===== config.mk =====
export PLATFORM = sky130hd
export DESIGN_NAME = sync_length_fletcher_deframer_top
export DESIGN_NICKNAME = d
export VERILOG_FILES = /design/src/hw/rtl/slfd_pkg.sv /design/src/hw/rtl/slfd_in_reg.sv /design/src/hw/rtl/slfd_parser.sv /design/src/hw/rtl/slfd_out_reg.sv /design/src/hw/rtl/sync_length_fletcher_deframer_top.sv
export SDC_FILE = /design/constraint.sdc
export NUM_CORES = 1
export LEC_CHECK = 0
export BUFFER_PORTS_ARGS = -buffer_cell sky130_fd_sc_hd__buf_4
export CORE_ASPECT_RATIO = 0.75
export CORE_UTILIZATION = 30
export DETAILED_ROUTE_END_ITERATION = 7
export PLACE_DENSITY = 0.55
export SLEW_MARGIN = 20
export SYNTH_ARGS = -nofsm -noshare
export SYNTH_HDL_FRONTEND = slang
export SYNTH_HIERARCHICAL = 1
export SYNTH_SLANG_ARGS = --single-unit

===== constraint.sdc =====
create_clock -name clk -period 7.4 [get_ports clk]
set_clock_uncertainty 0.05 [all_clocks]
set_input_delay 0.74 -clock clk [delete_from_list [all_inputs] [get_ports clk]]
set_output_delay 0.74 -clock clk [all_outputs]
set_load 0.02 [all_outputs]

===== src/hw/rtl/slfd_pkg.sv =====
// Package with shared types and constants of the sync/length/Fletcher deframer.
package slfd_pkg;

  // Sync bytes that open every frame.
  localparam logic [7:0] SYNC_FIRST  = 8'hB5;
  localparam logic [7:0] SYNC_SECOND = 8'h62;

  // Parser phases.
  localparam logic [2:0] PH_HUNT    = 3'd0;
  localparam logic [2:0] PH_SYNC2   = 3'd1;
  localparam logic [2:0] PH_CLASS   = 3'd2;
  localparam logic [2:0] PH_IDENT   = 3'd3;
  localparam logic [2:0] PH_LENGTH  = 3'd4;
  localparam logic [2:0] PH_PAYLOAD = 3'd5;
  localparam logic [2:0] PH_CKA     = 3'd6;
  localparam logic [2:0] PH_CKB     = 3'd7;

  // Result item kinds.
  localparam logic [1:0] KIND_PAYLOAD  = 2'd0;
  localparam logic [1:0] KIND_END_GOOD = 2'd1;
  localparam logic [1:0] KIND_END_BAD  = 2'd2;

  // Packed widths of the stream payloads.
  localparam int IN_DATA_W  = 8;
  localparam int OUT_DATA_W = 56;
  localparam int OUT_USER_W = 2;

  // One result item.
  typedef struct packed {
    logic [1:0]  item_kind;
    logic [7:0]  msg_class;
    logic [7:0]  msg_ident;
    logic [7:0]  payload_byte;
    logic [15:0] payload_index;
    logic [15:0] payload_length;
  } result_t;

endpackage


===== src/hw/rtl/slfd_in_reg.sv =====
// Input register stage that holds one received byte until the parser takes it.
module slfd_in_reg (
  input  logic                           clk,
  input  logic                           rst,
  input  logic                           s_axis_tvalid,
  output logic                           s_axis_tready,
  input  logic [slfd_pkg::IN_DATA_W-1:0] s_axis_tdata,   // rx_byte
  input  logic                           take,
  output logic                           byte_valid,
  output logic [7:0]                     byte_data
);
  import slfd_pkg::*;

  logic       held;
  logic [7:0] held_byte;

  // The stage is free when empty or when its item moves on this cycle.
  assign s_axis_tready = !held || take;
  assign byte_valid    = held;
  assign byte_data     = held_byte;

  // Valid flag of the stage.
  always_ff @(posedge clk) begin
    if (rst) begin
      held <= 1'b0;
    end else if (s_axis_tready) begin
      held <= s_axis_tvalid;
    end
  end

  // Byte register.
  always_ff @(posedge clk) begin
    if (s_axis_tready && s_axis_tvalid) begin
      held_byte <= s_axis_tdata[7:0];
    end
  end

endmodule


===== src/hw/rtl/slfd_parser.sv =====
// Frame parser: phase state, header fields, Fletcher sums and result forming.
module slfd_parser (
  input  logic              clk,
  input  logic              rst,
  input  logic              step,
  input  logic [7:0]        rx_byte,
  output logic              res_valid,
  output slfd_pkg::result_t res
);
  import slfd_pkg::*;

  logic [2:0]  phase,      phase_next;
  logic [7:0]  frame_class, frame_class_next;
  logic [7:0]  frame_ident, frame_ident_next;
  logic [15:0] frame_length, frame_length_next;
  logic [15:0] bytes_seen, bytes_seen_next;
  logic [7:0]  checksum_a, checksum_a_next;
  logic [7:0]  checksum_b, checksum_b_next;
  logic [7:0]  received_ck_a, received_ck_a_next;

  logic [7:0]  sum_a;
  logic [7:0]  sum_b;
  logic [15:0] seen_inc;
  logic [15:0] length_full;

  // Fletcher step on the current byte, from the running sums.
  always_comb begin
    if (phase == PH_CLASS) begin
      sum_a = rx_byte;
      sum_b = rx_byte;
    end else begin
      sum_a = checksum_a + rx_byte;
      sum_b = checksum_b + sum_a;
    end
  end

  assign seen_inc    = bytes_seen + 16'd1;
  assign length_full = {rx_byte, frame_length[7:0]};

  // Next state and result for the byte in the input stage.
  always_comb begin
    phase_next         = phase;
    frame_class_next   = frame_class;
    frame_ident_next   = frame_ident;
    frame_length_next  = frame_length;
    bytes_seen_next    = bytes_seen;
    checksum_a_next    = checksum_a;
    checksum_b_next    = checksum_b;
    received_ck_a_next = received_ck_a;
    res_valid          = 1'b0;
    res.item_kind      = KIND_PAYLOAD;
    res.msg_class      = frame_class;
    res.msg_ident      = frame_ident;
    res.payload_byte   = rx_byte;
    res.payload_index  = bytes_seen;
    res.payload_length = frame_length;
    unique case (phase)
      PH_HUNT: begin
        if (rx_byte == SYNC_FIRST) begin
          phase_next = PH_SYNC2;
        end
      end
      PH_SYNC2: begin
        // A repeated first sync byte keeps waiting for the second one.
        if (rx_byte == SYNC_SECOND) begin
          phase_next = PH_CLASS;
        end else if (rx_byte != SYNC_FIRST) begin
          phase_next = PH_HUNT;
        end
      end
      PH_CLASS: begin
        checksum_a_next  = sum_a;
        checksum_b_next  = sum_b;
        frame_class_next = rx_byte;
        phase_next       = PH_IDENT;
      end
      PH_IDENT: begin
        checksum_a_next  = sum_a;
        checksum_b_next  = sum_b;
        frame_ident_next = rx_byte;
        bytes_seen_next  = '0;
        phase_next       = PH_LENGTH;
      end
      PH_LENGTH: begin
        checksum_a_next = sum_a;
        checksum_b_next = sum_b;
        if (bytes_seen == '0) begin
          frame_length_next = {8'd0, rx_byte};
          bytes_seen_next   = 16'd1;
        end else begin
          // A zero length skips straight to the checksum bytes.
          frame_length_next = length_full;
          bytes_seen_next   = '0;
          phase_next        = (length_full == '0) ? PH_CKA : PH_PAYLOAD;
        end
      end
      PH_PAYLOAD: begin
        checksum_a_next = sum_a;
        checksum_b_next = sum_b;
        res_valid       = 1'b1;
        bytes_seen_next = seen_inc;
        if (seen_inc == frame_length) begin
          phase_next = PH_CKA;
        end
      end
      PH_CKA: begin
        received_ck_a_next = rx_byte;
        phase_next         = PH_CKB;
      end
      PH_CKB: begin
        res_valid         = 1'b1;
        res.item_kind     = ((received_ck_a == checksum_a) && (rx_byte == checksum_b))
                            ? KIND_END_GOOD : KIND_END_BAD;
        res.payload_byte  = '0;
        res.payload_index = '0;
        bytes_seen_next   = '0;
        phase_next        = PH_HUNT;
      end
      default: begin
        phase_next = PH_HUNT;
      end
    endcase
  end

  // State registers advance only when a byte is consumed.
  always_ff @(posedge clk) begin
    if (rst) begin
      phase         <= PH_HUNT;
      frame_class   <= '0;
      frame_ident   <= '0;
      frame_length  <= '0;
      bytes_seen    <= '0;
      checksum_a    <= '0;
      checksum_b    <= '0;
      received_ck_a <= '0;
    end else if (step) begin
      phase         <= phase_next;
      frame_class   <= frame_class_next;
      frame_ident   <= frame_ident_next;
      frame_length  <= frame_length_next;
      bytes_seen    <= bytes_seen_next;
      checksum_a    <= checksum_a_next;
      checksum_b    <= checksum_b_next;
      received_ck_a <= received_ck_a_next;
    end
  end

endmodule


===== src/hw/rtl/slfd_out_reg.sv =====
// Result register that drives the master-side stream.
module slfd_out_reg (
  input  logic                            clk,
  input  logic                            rst,
  input  logic                            load,
  input  logic                            res_valid,
  input  slfd_pkg::result_t               res,
  output logic                            free,
  output logic                            m_axis_tvalid,
  input  logic                            m_axis_tready,
  output logic [slfd_pkg::OUT_DATA_W-1:0] m_axis_tdata,  // msg_class, msg_ident,
                                                         // payload_byte, payload_index,
                                                         // payload_length
  output logic [slfd_pkg::OUT_USER_W-1:0] m_axis_tuser   // item_kind
);
  import slfd_pkg::*;

  logic    full;
  result_t held;

  // Room for a new result when empty or when the held one leaves now.
  assign free          = !full || m_axis_tready;
  assign m_axis_tvalid = full;
  assign m_axis_tdata  = {held.payload_length, held.payload_index, held.payload_byte,
                          held.msg_ident, held.msg_class};
  assign m_axis_tuser  = held.item_kind;

  // Valid flag of the result register.
  always_ff @(posedge clk) begin
    if (rst) begin
      full <= 1'b0;
    end else if (free) begin
      full <= load && res_valid;
    end
  end

  // Result payload.
  always_ff @(posedge clk) begin
    if (free && load && res_valid) begin
      held <= res;
    end
  end

endmodule


===== src/hw/rtl/sync_length_fletcher_deframer_top.sv =====
// Top level of the sync/length/Fletcher frame deframer.
// Each byte is held in the input register and its result item in the result register.
// Throughput: one byte per cycle; the parser consumes the input register
// whenever the result register is empty or being drained.
// Reset (synchronous, active high) empties both stages and puts the parser
// back to hunting for the first sync byte with all frame fields cleared.
module sync_length_fletcher_deframer_top (
  input  logic                            clk,
  input  logic                            rst,
  input  logic                            s_axis_tvalid,
  output logic                            s_axis_tready,
  input  logic [slfd_pkg::IN_DATA_W-1:0]  s_axis_tdata,   // rx_byte
  output logic                            m_axis_tvalid,
  input  logic                            m_axis_tready,
  output logic [slfd_pkg::OUT_DATA_W-1:0] m_axis_tdata,   // msg_class, msg_ident,
                                                          // payload_byte, payload_index,
                                                          // payload_length
  output logic [slfd_pkg::OUT_USER_W-1:0] m_axis_tuser    // item_kind
);
  import slfd_pkg::*;

  logic       byte_valid;
  logic [7:0] byte_data;
  logic       out_free;
  logic       step;
  logic       res_valid;
  result_t    res;

  // A byte is consumed when one is held and the result register has room.
  assign step = byte_valid && out_free;

  slfd_in_reg u_in_reg (
    .clk           (clk),
    .rst           (rst),
    .s_axis_tvalid (s_axis_tvalid),
    .s_axis_tready (s_axis_tready),
    .s_axis_tdata  (s_axis_tdata),
    .take          (step),
    .byte_valid    (byte_valid),
    .byte_data     (byte_data)
  );

  slfd_parser u_parser (
    .clk       (clk),
    .rst       (rst),
    .step      (step),
    .rx_byte   (byte_data),
    .res_valid (res_valid),
    .res       (res)
  );

  slfd_out_reg u_out_reg (
    .clk           (clk),
    .rst           (rst),
    .load          (step),
    .res_valid     (res_valid),
    .res           (res),
    .free          (out_free),
    .m_axis_tvalid (m_axis_tvalid),
    .m_axis_tready (m_axis_tready),
    .m_axis_tdata  (m_axis_tdata),
    .m_axis_tuser  (m_axis_tuser)
  );

endmodule


==> results.json, run 1 <==
{
  "outcome": "finished, final reports clean",
  "grt_pass1_wl_um": 27410,
  "ctsResizeCount": 0,
  "cts_tree": "done",
  "critPathKind": "flip-flop to flip-flop",
  "start_kind": "flip-flop",
  "relSlewSlack": 0.3671,
  "grt_usage": 0.1529,
  "clk_pin_slew_ns": 0.07,
  "min_path_type": "flip-flop to flip-flop",
  "num-nets-final": 768,
  "netlist_instances": 688,
  "initial_core_util": 0.3086,
  "timing.rr.end": "u_parser/checksum_b[7]",
  "diodes": 0,
  "synth.most_common_cell": "nand2_1",
  "finalWorstPathRequiredPeriod_ns": 3.289,
  "core_um2": 22230,
  "htree_levels": 4,
  "drv_slew": 0,
  "min_to": "u_out_reg/m_axis_tdata[1]",
  "place_area_um2": 7525,
  "hold_viol": 0,
  "setup_viol": 0,
  "drive_gt1_frac": 0.1787,
  "io_buffers": 71,
  "worstSkewPairLatency_ns": 0.42,
  "startpoint": "u_in_reg/byte_data[0]",
  "synth_edf_count": 66,
  "period_share": 0.4445,
  "wire_per_inst_um": 16.63,
  "worstPathMaxFanout": 11,
  "row_count": 47,
  "grt_max_degree": 65,
  "synth_nets": 719,
  "hold_path_depth": 0,
  "netlist.area_leader.share": 0.2889,
  "syn_area_um2": 6859,
  "chipWidth_um": 176.6,
  "postCtsSetupBuffers": 0,
  "clkSinkCount": 143,
  "yosysWarnings": 6,
  "worstPathArrival_ns": 3.52,
  "drt-pass1-iter-count": 5,
  "num_vias": 5118,
  "rsz0062_at_grt": "false",
  "worstHoldStart": "u_parser/frame_class[1]",
  "overflow": 0,
  "required_ns": 7.63,
  "ys_seq_area_frac": 0.5137,
  "dpl.hpwl_um": 11670,
  "fmaxAchievable_mhz": 304.0,
  "synth_ff_type": "dfxtp_1",
  "syn2layout_area_growth_pct": 18.64,
  "cts_buffers": 17,
  "register_area_um2": 3523,
  "postRouteAntennaNets": 0,
  "final_area_um2": 8138,
  "yosys.cell_types.count": 70,
  "multi_input_comb_area_um2": 3010,
  "vdd_drop_max_mv": 0.1154,
  "drt_wl_total_um": 17370,
  "synth.ff_latch_count": 143,
  "rrSetupSlack_ns": 4.11,
  "synth_area_per_cell_um2": 9.970,
  "fin_tns_setup_ns": 0,
  "reg2reg_from": "u_in_reg/byte_data[0]",
  "cts-root-buf": "clkbuf_16",
  "worst_slew_pin_slew_ns": 0.9458,
  "nFillCells": 2270,
  "synthTopCellsByArea": "edfxtp_1 (29%), dfxtp_1 (22%), nand2_1 (5.4%), a21oi_1 (5.0%), xor2_1 (4.1%)",
  "first_global_vias": 4695,
  "synth_area_leader_cell": "edfxtp_1",
  "die_h_um": 133.0,
  "cap_violations": 0,
  "drc": 0,
  "antenna_found_initial": 0,
  "clock_path_buffers": 2,
  "dieArea_um2": 23480,
  "ioPinCount": 72,
  "cts_hold_buf": 0,
  "r2r_cells": 12,
  "yosys-top-cells-count": "nand2_1 (98), dfxtp_1 (77), a21oi_1 (69)",
  "drtIter0Drc": 482,
  "power_density_nw_per_um2": 218.6,
  "end_kind": "flip-flop",
  "via_per_inst": 4.902,
  "power.leakage_nw": 3.046,
  "gp_congestion": 0.8264,
  "async_flop_share": 0
}
==> worst max path at each step <==
stage | to | slack [ns] | cells after the start
2_1_floorplan | u_parser/checksum_b[7] | 4.62 | 12
3_3_place_gp | u_parser/checksum_b[7] | 4.24 | 12
3_5_place_dp | u_parser/checksum_b[7] | 4.12 | 12
4_1_cts | u_parser/checksum_b[7] | 4.11 | 12
5_1_grt | u_parser/checksum_b[7] | 3.93 | 12
6_report | u_parser/checksum_b[7] | 4.11 | 12
==> routing by layer <==
layer	vias up	global-route usage	wire length, µm
li1	2529	-	-
met5	-	0	0
met3	17	0.03362	1036
met2	163	0.1922	6652
met1	2409	0.2509	9474
met4	0	0.04023	202
==> report_power, final <==
group | switching [mW] | internal [mW] | total (mW)
Clock | 0.380 | 0.516 | 0.896
Combinational | 0.0291 | 0.0180 | 0.0471
Sequential | 0.0109 | 0.825 | 0.835
==> layout by cell type (no fill, tap or decap), drive strengths merged, types with 8 or more instances in the layout <==
| master | Yosys | final |
|---|---|---|
| a21oi | 71 | 71 |
| a31oi | 11 | 11 |
| and2 | 29 | 29 |
| buf | 9 | 75 |
| clkbuf | 36 | 17 |
| dfxtp | 77 | 77 |
| edfxtp | 66 | 66 |
| ha | 17 | 17 |
| inv | 16 | 27 |
| mux2i | 8 | 8 |
| nand2 | 100 | 100 |
| nand3 | 24 | 24 |
| nand4 | 8 | 8 |
| nor2 | 42 | 42 |
| nor3 | 8 | 8 |
| nor4 | 11 | 11 |
| o21ai | 33 | 33 |
| xnor2 | 21 | 21 |
| xor2 | 32 | 32 |
==> worst max-delay path, cell delays in order (launching register included) <==
cell and delay, ns:
edfxtp_1 0.58, ha_1 0.33, fa_1 0.42, a21o_1 0.17, a21oi_1 0.20, xnor2_1 0.18, ha_1 0.30, nand3_1 0.10
o2111ai_1 0.16, a21o_1 0.21, a21o_1 0.18, xnor3_1 0.19, o22ai_1 0.07
==> area by class of cell <==
type,instances,share of cell area
clock buffer,17,0.05228
clock inverter,15,0.02306
inverter,16,0.007380
multi-input combinational,484,0.3699
sequential,143,0.4330
tap,294,0.04520
timing repair buffer,75,0.06919
==> flip-flops by register name (all words and copies together) (netlist names), 2 cells and up <==
register / flops
u_in_reg/byte_data: 8
u_out_reg/m_axis_tdata: 56
u_out_reg/m_axis_tuser: 2
u_parser/bytes_seen: 16
u_parser/checksum_a: 8
u_parser/checksum_b: 8
u_parser/frame_class: 8
u_parser/frame_ident: 8
u_parser/frame_length: 16
u_parser/phase: 3
u_parser/received_ck_a: 8
==> metrics by stage <==
stage	worst slack, ns	util	total power [mW]	hold WS, ns	instances
finish	4.111	0.3661	1.779	0.3769	1044
global route	3.928	0.3661	1.839	0.3866	1044
CTS	4.111	0.3661	1.797	0.3764	1044
detailed placement	4.119	0.3385	0.8999	0.3646	1012
global placement	4.243	0.3385	0.9002	0.3637	1012
floorplan	4.619	-	0.8805	0.3581	688
==> cell families (layout without fill, tap and decap cells) <==
group	after synthesis	in the layout	share of synthesized area
buf+inv	61	123	0.04743
simple gates	255	255	0.1928
fa+ha+maj	19	19	0.03685
mux	8	8	0.01168
compound gates	148	148	0.1266
xor+xnor	54	54	0.07096
flops	143	143	0.5137
Note: power is estimated with default switching activity, not from simulation.
==> inputs of run 2 (changes only) <==
--- a/config.mk
+++ b/config.mk
@@ -9,7 +9,7 @@
 export CORE_ASPECT_RATIO = 0.75
 export CORE_UTILIZATION = 30
 export DETAILED_ROUTE_END_ITERATION = 7
-export PLACE_DENSITY = 0.55
+export PLACE_DENSITY = 0.57
 export SLEW_MARGIN = 20
 export SYNTH_ARGS = -nofsm -noshare
 export SYNTH_HDL_FRONTEND = slang
==> constraint.sdc (replaced) <==
create_clock -name clk -period 2.75 [get_ports clk]
set_clock_uncertainty 0.05 [all_clocks]
set_input_delay 0.275 -clock clk [delete_from_list [all_inputs] [get_ports clk]]
set_output_delay 0.275 -clock clk [all_outputs]
set_load 0.02 [all_outputs]
==> results.json, run 2 (synthesis results as in run 1) <==
{
  "via_per_inst": 4.909,
  "worstHoldStart": "s_axis_tvalid",
  "grt_pass1_wl_um": 28470,
  "largest_reg_flops": 56,
  "syn2layout_area_growth_pct": 25.88,
  "finalWorstSetupSlack_ns": -0.04026,
  "relSlewSlack": 0.5136,
  "worstPathMaxFanout": 2,
  "drt-pass1-iter-count": 4,
  "postRouteAntennaNets": 0,
  "dieArea_um2": 23480,
  "cap_violations": 0,
  "multi_input_comb_area_um2": 3126,
  "cp_slowest_stage_delay_ns": 0.43,
  "rsz0062_at_grt": "true",
  "num-nets-final": 812,
  "clkSinkCount": 143,
  "fmaxAchievable_mhz": 358.4,
  "die_h_um": 133.0,
  "hold_path_depth": 3,
  "register_area_um2": 3525,
  "power_density_nw_per_um2": 561.6,
  "drc": 0,
  "grt_max_degree": 64,
  "rrSetupSlack_ns": -0.04,
  "drive_gt1_frac": 0.2343,
  "end_kind": "flip-flop",
  "cts_buffers": 17,
  "nFillCells": 2211,
  "chipWidth_um": 176.6,
  "final_common_cell": "buf_4",
  "critPathKind": "flip-flop to flip-flop",
  "slowest_stage": "edfxtp_1",
  "start_kind": "flip-flop",
  "grt_usage": 0.1589,
  "hold_viol": 0,
  "cts-root-buf": "clkbuf_16",
  "setup_viol": 1,
  "vdd_drop_max_mv": 0.3622,
  "violations": "negative setup slack",
  "power.leakage_nw": 3.283,
  "core_um2": 22230,
  "diodes": 0,
  "gp_congestion": 0.8590,
  "crit_chain": "ha_4, fa_2, a21o_1, a21oi_2, o21ai_1, a21oi_1, xor2_1, inv_1, ha_4, a21o_1, xnor3_1, o22ai_1",
  "clock_path_buffers": 2,
  "row_count": 47,
  "layout_common_cells": "buf_4 (109), nand2_1 (98), dfxtp_1 (76), edfxtp_1 (66), a21oi_1 (65)",
  "cts_tree": "done",
  "final_util": 0.3884,
  "drtIter0Drc": 381,
  "initial_core_util": 0.3086,
  "num_vias": 5341,
  "worstSkewPairLatency_ns": 0.42,
  "ioPinCount": 72,
  "timing.rr.end": "u_parser/checksum_b[7]",
  "first_global_vias": 4971,
  "finalWorstPathRequiredPeriod_ns": 2.790,
  "r2r_cells": 12,
  "drv_slew": 0,
  "antenna_found_initial": 0,
  "wire_per_inst_um": 16.49,
  "final_area_um2": 8635,
  "min_path_type": "primary input to flip-flop",
  "clk_pin_slew_ns": 0.06,
  "overflow": 0,
  "io_buffers": 71,
  "drt_wl_total_um": 17940,
  "required_ns": 3.05,
  "reg2reg_from": "u_in_reg/byte_data[0]",
  "htree_levels": 4,
  "worst_slew_pin_slew_ns": 0.7296,
  "min_to": "u_in_reg/byte_valid",
  "period_share": 1.015,
  "outcome": "finished, violations left",
  "worstPathArrival_ns": 3.09,
  "dpl.hpwl_um": 12180,
  "place_area_um2": 7789
}
[run 2: repair_timing]
| item | 4_1_cts | 5_1_grt |
|---|---|---|
| pin swaps | 9 | 9 |
| setup endpoints to repair | 2 | 4 |
| hold buffers | 8 | 0 |
| gates resized for setup | 7 | 10 |
| buffers inserted | 2 | 3 |
| hold endpoints to repair | 8 | 0 |
[run 2: final cells by class]
class                      instances  share of cell area
multi-input combinational        484              0.3620
sequential                       143              0.4082
inverter                          16            0.006956
tap                              294             0.04260
clock inverter                    15             0.02232
timing repair buffer             119              0.1087
clock buffer                      17             0.04927
[run 2: per-layer routing]
layer  up-vias  GRT usage  routed length (µm)
met3        15    0.03534                1102
met5         -          0                   0
met1      2542     0.2554                9478
li1       2608          -                   -
met4         0    0.03879                 162
met2       176     0.2074                7198
[run 2: report_power, final]
part | leakage (nW) | switching [mW] | internal, mW
combinational | 1.75 | 0.110 | 0.0742
clock | 0.307 | 0.979 | 1.46
sequential | 1.22 | 0.00981 | 2.22
total | 3.28 | 1.10 | 3.75
[run 2: worst max path at each step]
stage / startpoint / to / slack, ns / depth (start not counted)
after floorplan: u_in_reg/byte_data[0] / u_parser/checksum_b[7] / 0.05 / 12
after global placement: u_in_reg/byte_data[0] / u_parser/checksum_b[7] / -0.11 / 12
after detailed placement: u_in_reg/byte_data[0] / u_parser/checksum_b[7] / -0.15 / 12
after CTS: u_in_reg/byte_data[0] / u_parser/checksum_b[7] / 0.007 / 12
after global routing: u_in_reg/byte_data[0] / u_parser/checksum_b[7] / -0.20 / 12
final: u_in_reg/byte_data[0] / u_parser/checksum_b[7] / -0.04 / 12
[run 2: through the flow]
stage               TNS (ns)  hold WS [ns]  setup slack, ns  cells  total power, mW
finish              -0.04026       0.05218         -0.04026   1088            4.849
global route         -0.3511       0.06063          -0.1969   1088            4.996
CTS                        0       0.03582         0.007426   1085            4.889
detailed placement   -0.1624        0.3654          -0.1497   1043            2.436
global placement     -0.1072        0.3649          -0.1072   1043            2.436
floorplan                  0        0.2874          0.04682    688            2.370
[run 2: worst max-delay path, delay by kind of cell (launching register included)]
family | cells | cell delay, ns
adder cells (fa/ha/maj) | 3 | 0.81
buffers and inverters | 1 | 0.12
XOR/XNOR | 2 | 0.47
AO/OA/AOI/OAI | 6 | 0.81
flip-flops | 1 | 0.43
==> inputs of run 3 (changes only) <==
--- a/config.mk
+++ b/config.mk
@@ -9,7 +9,8 @@
 export CORE_ASPECT_RATIO = 0.75
 export CORE_UTILIZATION = 30
 export DETAILED_ROUTE_END_ITERATION = 7
-export PLACE_DENSITY = 0.57
+export GPL_TIMING_DRIVEN = 0
+export PLACE_DENSITY = 0.46
 export SLEW_MARGIN = 20
 export SYNTH_ARGS = -nofsm -noshare
 export SYNTH_HDL_FRONTEND = slang
==> results.json, run 3 (synthesis results as in run 1) <==
{
  "place_ws_ns": -0.3315,
  "power.leakage_nw": 3.261,
  "first_global_vias": 5152,
  "period_share": 1.050,
  "start_kind": "flip-flop",
  "violations": "negative setup slack",
  "row_count": 47,
  "htree_levels": 4,
  "syn2layout_area_growth_pct": 25.98,
  "r2r_cells": 12,
  "cts_tree": "done",
  "clkSinkCount": 143,
  "min_path_type": "primary input to flip-flop",
  "dieArea_um2": 23480,
  "drc": 0,
  "hold_viol": 0,
  "critPathKind": "flip-flop to flip-flop",
  "layout_common_cells": "nand2_1 (98), buf_4 (77), dfxtp_1 (77), edfxtp_1 (66), a21oi_1 (65)",
  "cts-root-buf": "clkbuf_16",
  "finalWorstPathRequiredPeriod_ns": 2.887,
  "required_ns": 2.98,
  "cts_buffers": 17,
  "dpl.hpwl_um": 13360,
  "io_buffers": 71,
  "grt_pass1_wl_um": 29360,
  "drtIter0Drc": 438,
  "dp_cells": 1055,
  "worstPathArrival_ns": 3.12,
  "chipWidth_um": 176.6,
  "setup_viol": 2,
  "reg2reg_from": "u_in_reg/byte_data[0]",
  "die_h_um": 133.0,
  "wire_per_inst_um": 16.96,
  "relSlewSlack": 0.4316,
  "outcome": "finished, violations left",
  "power_mw": 4.916,
  "clk_pin_slew_ns": 0.07,
  "end_kind": "flip-flop",
  "rsz0062_at_grt": "true",
  "gp_congestion": 0.8655,
  "overflow": 0,
  "fin_cells": 1102,
  "drive_gt1_frac": 0.2017,
  "postRouteAntennaNets": 0,
  "ioPinCount": 72,
  "startpoint": "u_in_reg/byte_data[0]",
  "num-nets-final": 826,
  "grt_max_degree": 31,
  "timing.rr.end": "u_parser/checksum_b[7]",
  "drt_wl_total_um": 18690,
  "clock_path_buffers": 2,
  "num_vias": 5407,
  "cap_violations": 0,
  "drv_slew": 0,
  "final_common_cell": "nand2_1",
  "cp-endpoint": "u_parser/checksum_b[7]",
  "diodes": 0,
  "core_um2": 22230,
  "grt_usage": 0.1646,
  "fmaxAchievable_mhz": 346.3,
  "worstPathMaxFanout": 4,
  "final_area_um2": 8641,
  "place_area_um2": 7806,
  "worstSkewPairLatency_ns": 0.42,
  "via_per_inst": 4.907,
  "power_density_nw_per_um2": 569.0,
  "vdd_drop_max_mv": 0.3543,
  "initial_core_util": 0.3086,
  "rrSetupSlack_ns": -0.14,
  "largest_reg_flops": 56,
  "antenna_found_initial": 0,
  "finalWorstSetupSlack_ns": -0.1373,
  "drt-pass1-iter-count": 5,
  "worst_slew_pin_slew_ns": 0.8526
}
[run 3: cell types whose count changed in the layout (fill, tap and decap cells not counted), sizes merged]
cell,previous run,this run
clkbuf,17,53
buf,111,88
dlygate4sd3,8,9
[run 3: per-stage QoR]
| step | hold slack, ns | utilization | setup TNS, ns |
|---|---|---|---|
| 3_3_place_gp | 0.3701 | 0.3494 | -0.2934 |
| 5_1_grt | 0.04186 | 0.3887 | -0.5587 |
| 2_1_floorplan | 0.2874 | - | 0 |
| 4_1_cts | 0.04365 | 0.3873 | -0.2019 |
| 3_5_place_dp | 0.3729 | 0.3512 | -0.4235 |
| 6_report | 0.05711 | 0.3887 | -0.1472 |
[run 3: where the power goes]
group	leakage, nW	internal, mW	total, mW	switching (mW)
Combinational	1.72	0.0691	0.179	0.110
Sequential	1.22	2.22	2.23	0.00952
Clock	0.316	1.48	2.51	1.03
[run 3: final cells by class]
type	count	area, µm²
Buffer	45	265.3
Clock buffer	17	425.4
Clock inverter	15	220.2
Fill cell	2179	13590
Inverter	16	60.06
Multi-Input combinational cell	484	3070
Sequential cell	143	3523
Tap cell	294	367.9
Timing Repair Buffer	88	708.2
[run 3: timing repair]
item,in CTS,in global routing
pin swaps,8,2
hold buffers,9,0
setup buffers,5,1
endpoints found under the hold margin,10,0
cloned,0,0
gates resized for setup,6,5
endpoints found under the setup margin,4,6
[run 3: metal layers]
metal  vias up  GRT usage  share of wire  routed length (µm)
li1       2647          -              -                   -
met1      2585     0.2544           0.54               10020
met2       154     0.2240           0.40                7441
met3        21    0.03362          0.052                 974
met4         0    0.05220          0.013                 250
met5         -          0              0                   0
[run 3: critical path: stages (launching register included)]
cell	delay, ns
edfxtp_1	0.43
ha_2	0.23
fa_2	0.35
a21o_1	0.20
a21oi_4	0.17
xnor2_2	0.17
ha_4	0.25
nand3_1	0.09
o2111ai_2	0.12
a21o_1	0.20
a21o_1	0.19
xnor3_1	0.20
o22ai_1	0.08
[run 3: how the worst min path moves through the flow]
| stage | from | end | slack [ns] | depth (start not counted) |
|---|---|---|---|---|
| 6_report | s_axis_tvalid | u_in_reg/byte_valid | 0.06 | 3 |
| 5_1_grt | s_axis_tvalid | u_in_reg/byte_valid | 0.04 | 3 |
| 4_1_cts | s_axis_tvalid | u_in_reg/byte_valid | 0.04 | 3 |
| 3_5_place_dp | u_parser/frame_class[2] | u_out_reg/m_axis_tdata[2] | 0.37 | 0 |
| 3_3_place_gp | u_parser/frame_class[7] | u_out_reg/m_axis_tdata[7] | 0.37 | 0 |
| 2_1_floorplan | rst | u_in_reg/byte_valid | 0.29 | 1 |
